--- config.mk ---
export PLATFORM = sky130hd
export DESIGN_NAME = sgi_queue
export DESIGN_NICKNAME = d
export VERILOG_FILES = /design/src/design/sgi_pkg.sv /design/src/design/sgi_queue.sv
export SDC_FILE = /design/constraint.sdc
export NUM_CORES = 2
export LEC_CHECK = 0
export BUFFER_PORTS_ARGS = -buffer_cell sky130_fd_sc_hd__buf_2
export CORE_MARGIN = 1
export CORE_UTILIZATION = 50
export DETAILED_ROUTE_END_ITERATION = 8
export HOLD_SLACK_MARGIN = 0.1
export PLACE_DENSITY = 0.77
export REMOVE_ABC_BUFFERS = 1
export SYNTH_ARGS = -nofsm -noshare
export SYNTH_HDL_FRONTEND = slang
export SYNTH_SLANG_ARGS = --single-unit
export TNS_END_PERCENT = 1
--- constraint.sdc ---
create_clock -name i_clk -period 73.8 [get_ports i_clk]
set_input_delay 7.38 -clock i_clk [delete_from_list [all_inputs] [get_ports i_clk]]
set_output_delay 7.38 -clock i_clk [all_outputs]
set_load 0.1 [all_outputs]
--- src/design/sgi_pkg.sv ---
package sgi_pkg;

    localparam int FRACTION_BITS = 16;
    localparam int CW = 32;
    localparam int DW = 33;
    localparam int PW = 66;
    localparam int MW = 65;
    localparam int QDEPTH = 8;

    typedef enum logic [1:0] {
        CLS_NONE,
        CLS_POINT,
        CLS_SKEW,
        CLS_COLL
    } t_cls;

    localparam logic [1:0] KIND_NONE  = 2'd0;
    localparam logic [1:0] KIND_POINT = 2'd1;
    localparam logic [1:0] KIND_SPAN  = 2'd2;

    typedef struct packed {
        logic signed [CW-1:0] p1x;
        logic signed [CW-1:0] p1y;
        logic signed [CW-1:0] p2x;
        logic signed [CW-1:0] p2y;
        logic signed [CW-1:0] q1x;
        logic signed [CW-1:0] q1y;
        logic signed [CW-1:0] q2x;
        logic signed [CW-1:0] q2y;
    } t_pair;

    typedef struct packed {
        t_cls                 cls;
        logic signed [CW-1:0] base_x;
        logic signed [CW-1:0] base_y;
        logic signed [DW-1:0] dx;
        logic signed [DW-1:0] dy;
        logic [MW-1:0]        num0;
        logic [MW-1:0]        num1;
        logic [MW-1:0]        den;
        logic                 neg0;
        logic                 neg1;
    } t_job;

endpackage

--- src/design/sgi_queue.sv ---
module sgi_queue #(
    parameter int DEPTH = sgi_pkg::QDEPTH
) (
    input  logic           i_clk,
    input  logic           i_rst_n,
    input  logic           i_push,
    input  sgi_pkg::t_job  i_job,
    input  logic           i_pop,
    output logic           o_nonempty,
    output sgi_pkg::t_job  o_job
);

    localparam int AW = (DEPTH > 1) ? $clog2(DEPTH) : 1;
    localparam int CNTW = $clog2(DEPTH + 1);

    sgi_pkg::t_job r_mem [DEPTH];
    logic [AW-1:0]   r_wp, r_rp;
    logic [CNTW-1:0] r_cnt;

    function automatic logic [AW-1:0] wrap_inc(input logic [AW-1:0] p);
        return (p == AW'(DEPTH - 1)) ? '0 : p + AW'(1);
    endfunction

    always_ff @(posedge i_clk) begin
        if (!i_rst_n) begin
            r_wp  <= '0;
            r_rp  <= '0;
            r_cnt <= '0;
        end else begin
            if (i_push) r_wp <= wrap_inc(r_wp);
            if (i_pop)  r_rp <= wrap_inc(r_rp);
            unique case ({i_push, i_pop})
                2'b10:   r_cnt <= r_cnt + CNTW'(1);
                2'b01:   r_cnt <= r_cnt - CNTW'(1);
                default: r_cnt <= r_cnt;
            endcase
        end
    end

    always_ff @(posedge i_clk) begin
        if (i_push) r_mem[r_wp] <= i_job;
    end

    assign o_nonempty = (r_cnt != '0);
    assign o_job      = r_mem[r_rp];

    a_no_overflow: assert property (@(posedge i_clk) disable iff (!i_rst_n)
        i_push && !i_pop |-> r_cnt < CNTW'(DEPTH))
        else $error("item pushed into full queue");

endmodule

# Word-level counts from Yosys, hierarchy flattened
# Memories as Yosys holds them, arrays and structs flattened. A register that Yosys moved wholly into a read port is not among the register bits.
# Cells that the tools add are included.
[totals]
ram_bits = 2632
memories = 1
ff_bits = 10
elab_cells = 21
inputBits = 333
out_inout_bits = 330
[mem_list]
columns = ["memory", "words", "width", "rd", "rd_ports_with_merged_regs", "write_ports", "line_no", "text"]
rows = [
  ["r_mem", 8, 329, 1, 1, 1, "sgi_queue.sv:16", "sgi_pkg::t_job r_mem [DEPTH];"],
]
[op_classes]
reduce_logical = 2
add_sub_neg = 4
mux = 7
eq_ne = 4
[ops]
columns = ["operator", "count"]
rows = [
  ["2-to-1 mux 3 bit", 4],
  ["case mux 4 bit (2 select lines)", 1],
  ["adder 3 x 1 -> 3 bit (second input constant)", 2],
  ["equality test 3 bit (second input constant)", 2],
  ["adder 4 x 1 -> 4 bit (second input constant)", 1],
  ["nonzero test 4 bit", 1],
  ["subtractor 4 x 1 -> 4 bit (second input constant)", 1],
  ["equality test 2 x 1 -> 1 bit (second input constant)", 1],
  ["equality test 2 bit (second input constant)", 1],
  ["2-to-1 mux 1 bit", 2],
  ["nonzero test 2 bit", 1],
]

# Longest topological paths before layout
[depth]
word_depth = 4
depth_mapped = 8

# Least setup slack after synthesis
# No wires, ideal clock.
[synth_path]
kind = "input port to flip-flop"
start = "in i_push"
end = "mem r_mem[0][0] (netlist bit) (enable)"
setup_ps = 1423
cell_stages = 2
path_slack_ps = 42779
arrival_time_ps = 29597
cell_sequence = "nand2b_1 > nor3_1"
[synth_between]
elab_chain_len = 2
[synth_lines]
columns = ["item", "line_no", "text"]
rows = [
  ["start: declaration", "sgi_queue.sv:6", "input logic i_push,"],
  ["2-to-1 mux 1 bit", "sgi_queue.sv:41", "if (i_push) r_mem[r_wp] <= i_job;"],
  ["2-to-1 mux 1 bit (not written as such)", "sgi_queue.sv:41", ""],
  ["end: declaration", "sgi_queue.sv:16", ""],
]
# Every way passes these cells.

==> impl_metrics.env <==
export IMPL_dpl_cell_count=7063
export IMPL_slew_headroom=0.252
export IMPL_power_frac_comb=0.109
export IMPL_gp_congestion=0.761
export IMPL_cp_required_ps=66420
export IMPL_max_stage_delay_ps=920
export IMPL_path_clk_slew_ps=60
export IMPL_setup_viol=0
export IMPL_syn_area_per_cell_um2=25.6
export IMPL_dr_pass1_iters=5
export IMPL_drt_vias_per_instance=5.90
export IMPL_ys_types=31
export IMPL_layout_common_cells="edfxtp_1 (2632), buf_2 (662), mux4_2 (658), mux2_2 (330), clkbuf_16 (292)"
export IMPL_post_drt_wl_per_cell_um=27.9
export IMPL_synth_edf_count=2632
export IMPL_vdd_drop_max_mv=0.0303
export IMPL_skew_ps=54.4
export IMPL_io_pins=663
export IMPL_status="finished, final reports clean"
export IMPL_hold_path_class="flop to flop"
export IMPL_cts_buffer_depth=4
export IMPL_final_common_cell="edfxtp_1"
export IMPL_port_buffers=662
export IMPL_num_rows=163
export IMPL_crit_chain="buf_4 > buf_4 > buf_4 > buf_4 > buf_4 > mux4_2 > mux2_2 > buf_2"
export IMPL_final_max_slew_viol_count=0
export IMPL_cts_setup_buffers=0
export IMPL_grt_pass1_vias=45900
export IMPL_fmax_ghz=0.0698
export IMPL_crit_top_cell="buf_4"
export IMPL_synth_warnings=0
export IMPL_cp_arrival_ps=6950
export IMPL_die_h_um=447
export IMPL_critPathMaxFanout=70
export IMPL_drv_cap=0
export IMPL_cts_root_buf="clkbuf_16"
export IMPL_nNetsFinal=5049
export IMPL_p_total_mw=3.42
export IMPL_grt_pass1_wl_mm=305
export IMPL_slowest_stage="buf_4"
export IMPL_fin_crit_sh=0.194
export IMPL_vias=44700
export IMPL_die_area_mm2=0.200
export IMPL_synthFlopType="edfxtp_1"
export IMPL_drt_iter0_drc=4131
export IMPL_p_sw_frac=0.246
export IMPL_cts_inserted_buffers=284
export IMPL_design_core_area_mm2=0.197
export IMPL_drcViolationCount=0
export IMPL_leakage_nw=36.3
export IMPL_gr_total_overflow=0
export IMPL_power_switching_mw=0.841
export IMPL_fin_crit_ps=14330
export IMPL_ys_seq_elements=2645
export IMPL_final_util=0.580
export IMPL_initial_core_util=0.503
export IMPL_end_kind="primary output"
export IMPL_hold_depth=2
export IMPL_synth_area_mm2=0.0992
export IMPL_worst_slew_pin_slew_ps=1120
export IMPL_syn_inst=3874
export IMPL_rsz0062_at_grt="false"
export IMPL_grt_max_degree=143
export IMPL_drt_wl_total_mm=211
export IMPL_rr_worst_depth=6
export IMPL_cts_resized_gates=0
export IMPL_die_x_um=447
export IMPL_hold_viol=0
export IMPL_setup_tns_ps=0
export IMPL_ant_nets=0
export IMPL_dp_hpwl_mm=115
export IMPL_antenna_found_initial=79
export IMPL_syn_to_final_growth_pct=15.3
export IMPL_stdcell_count=7570
export IMPL_cp_start_kind="flop"
export IMPL_insertion_delay_ps=910
export IMPL_pwr_share_clk=0.396
export IMPL_h_tree_depth=5
export IMPL_seq_area_frac_synth=0.799
export IMPL_worstSetupPathType="flop to primary output"
export IMPL_holdBufCountCts=0
export IMPL_r2r_start="r_wp[1]"
export IMPL_cts_tree="built"
export IMPL_seqPwrFrac=0.495
export IMPL_grt_use_total=0.208
export IMPL_clock_sinks=2645
export IMPL_async_reset_ff_frac=0
export IMPL_drive_gt1_frac=0.431
export IMPL_p_per_area_mw_per_mm2=29.9
export IMPL_p_int_mw=2.58
export IMPL_worstHoldStart="r_cnt[3]"
==> cell usage after synthesis (all sizes together) (2+ instances only) <==
cell,n,area share
nor2,6,0.00023
mux4,658,0.15
xor2,2,0.00018
mux2i,5,0.00050
nand2,6,0.00023
nor2b,5,0.00032
dfxtp,13,0.0026
edfxtp,2632,0.80
inv,2,0.000076
clkbuf,58,0.0022
mux2,330,0.037
nor3,3,0.00015
nand2b,4,0.00025
and2,3,0.00019
buf,127,0.0079
ha,7,0.00088
o21ai,2,0.00010
==> state kept, by name, summed over array words and instances (netlist names), named ones only <==
signal / cells
r_wp: 3
r_cnt: 4
r_mem: 2632
r_rp: 3
==> path summary, 6_finish.rpt <==
kind	endpoint	slack, ps
worst min register to register	r_cnt[3]	470
worst max register to register	r_mem[7][195]	68880
worst max-delay path	o_job[191]	59470
worst min-delay path	r_cnt[3]	470
==> logic make-up after synthesis <==
kind of cell,count (synthesis),share of synthesized area
muxes,993,0.187
AOI/OAI and AO/OA,8,0.000542
xor gates and xnor gates,3,0.000265
and+or+nand+nor,31,0.00166
buffers and inverters,187,0.0101
DFF,2645,0.799
adders and majority gates,7,0.000883
==> metrics by stage <==
step           hold slack, ps  instance area (µm²)  setup slack (ps)
2_1_floorplan             437                98200             37890
3_3_place_gp              446               106000             60470
3_5_place_dp              463               106000             60390
4_1_cts                   471               114000             59320
5_1_grt                   502               114000             59170
6_report                  465               114000             59470
==> per-layer routing <==
metal | wire [µm] | GRT usage | vias to the layer above
li1 | - | - | 18400
met1 | 80000 | 0.271 | 23700
met2 | 107000 | 0.336 | 2017
met3 | 15400 | 0.0468 | 468
met4 | 8860 | 0.0959 | 50
met5 | 320 | 0 | -
==> power groups by stage <==
stage	registers (mW)	logic [mW]	clock network, mW
floorplan	1.76	0.378	0
global placement	1.72	0.370	0
detailed placement	1.73	0.375	0
CTS	1.69	0.377	1.38
global route	1.70	0.387	1.44
finish	1.69	0.373	1.35
==> worst max-delay path: cells and delay by family (launching register included) <==
| kind | cells | cell delay, ps |
|---|---|---|
| muxes | 2 | 730 |
| DFF | 1 | 750 |
| buffers and inverters | 6 | 4300 |
==> area by class of cell <==
| class | count | area, µm² |
|---|---|---|
| Clock buffer | 340 | 7490 |
| Clock inverter | 136 | 1300 |
| Antenna cell | 31 | 77.6 |
| Inverter | 2 | 7.51 |
| Timing Repair Buffer | 734 | 3990 |
| Tap cell | 2640 | 3300 |
| Multi-Input combinational cell | 1042 | 19000 |
| Sequential cell | 2645 | 79300 |
| Fill cell | 13500 | 82800 |
No activity file was read; power rests on OpenSTA's default activity.
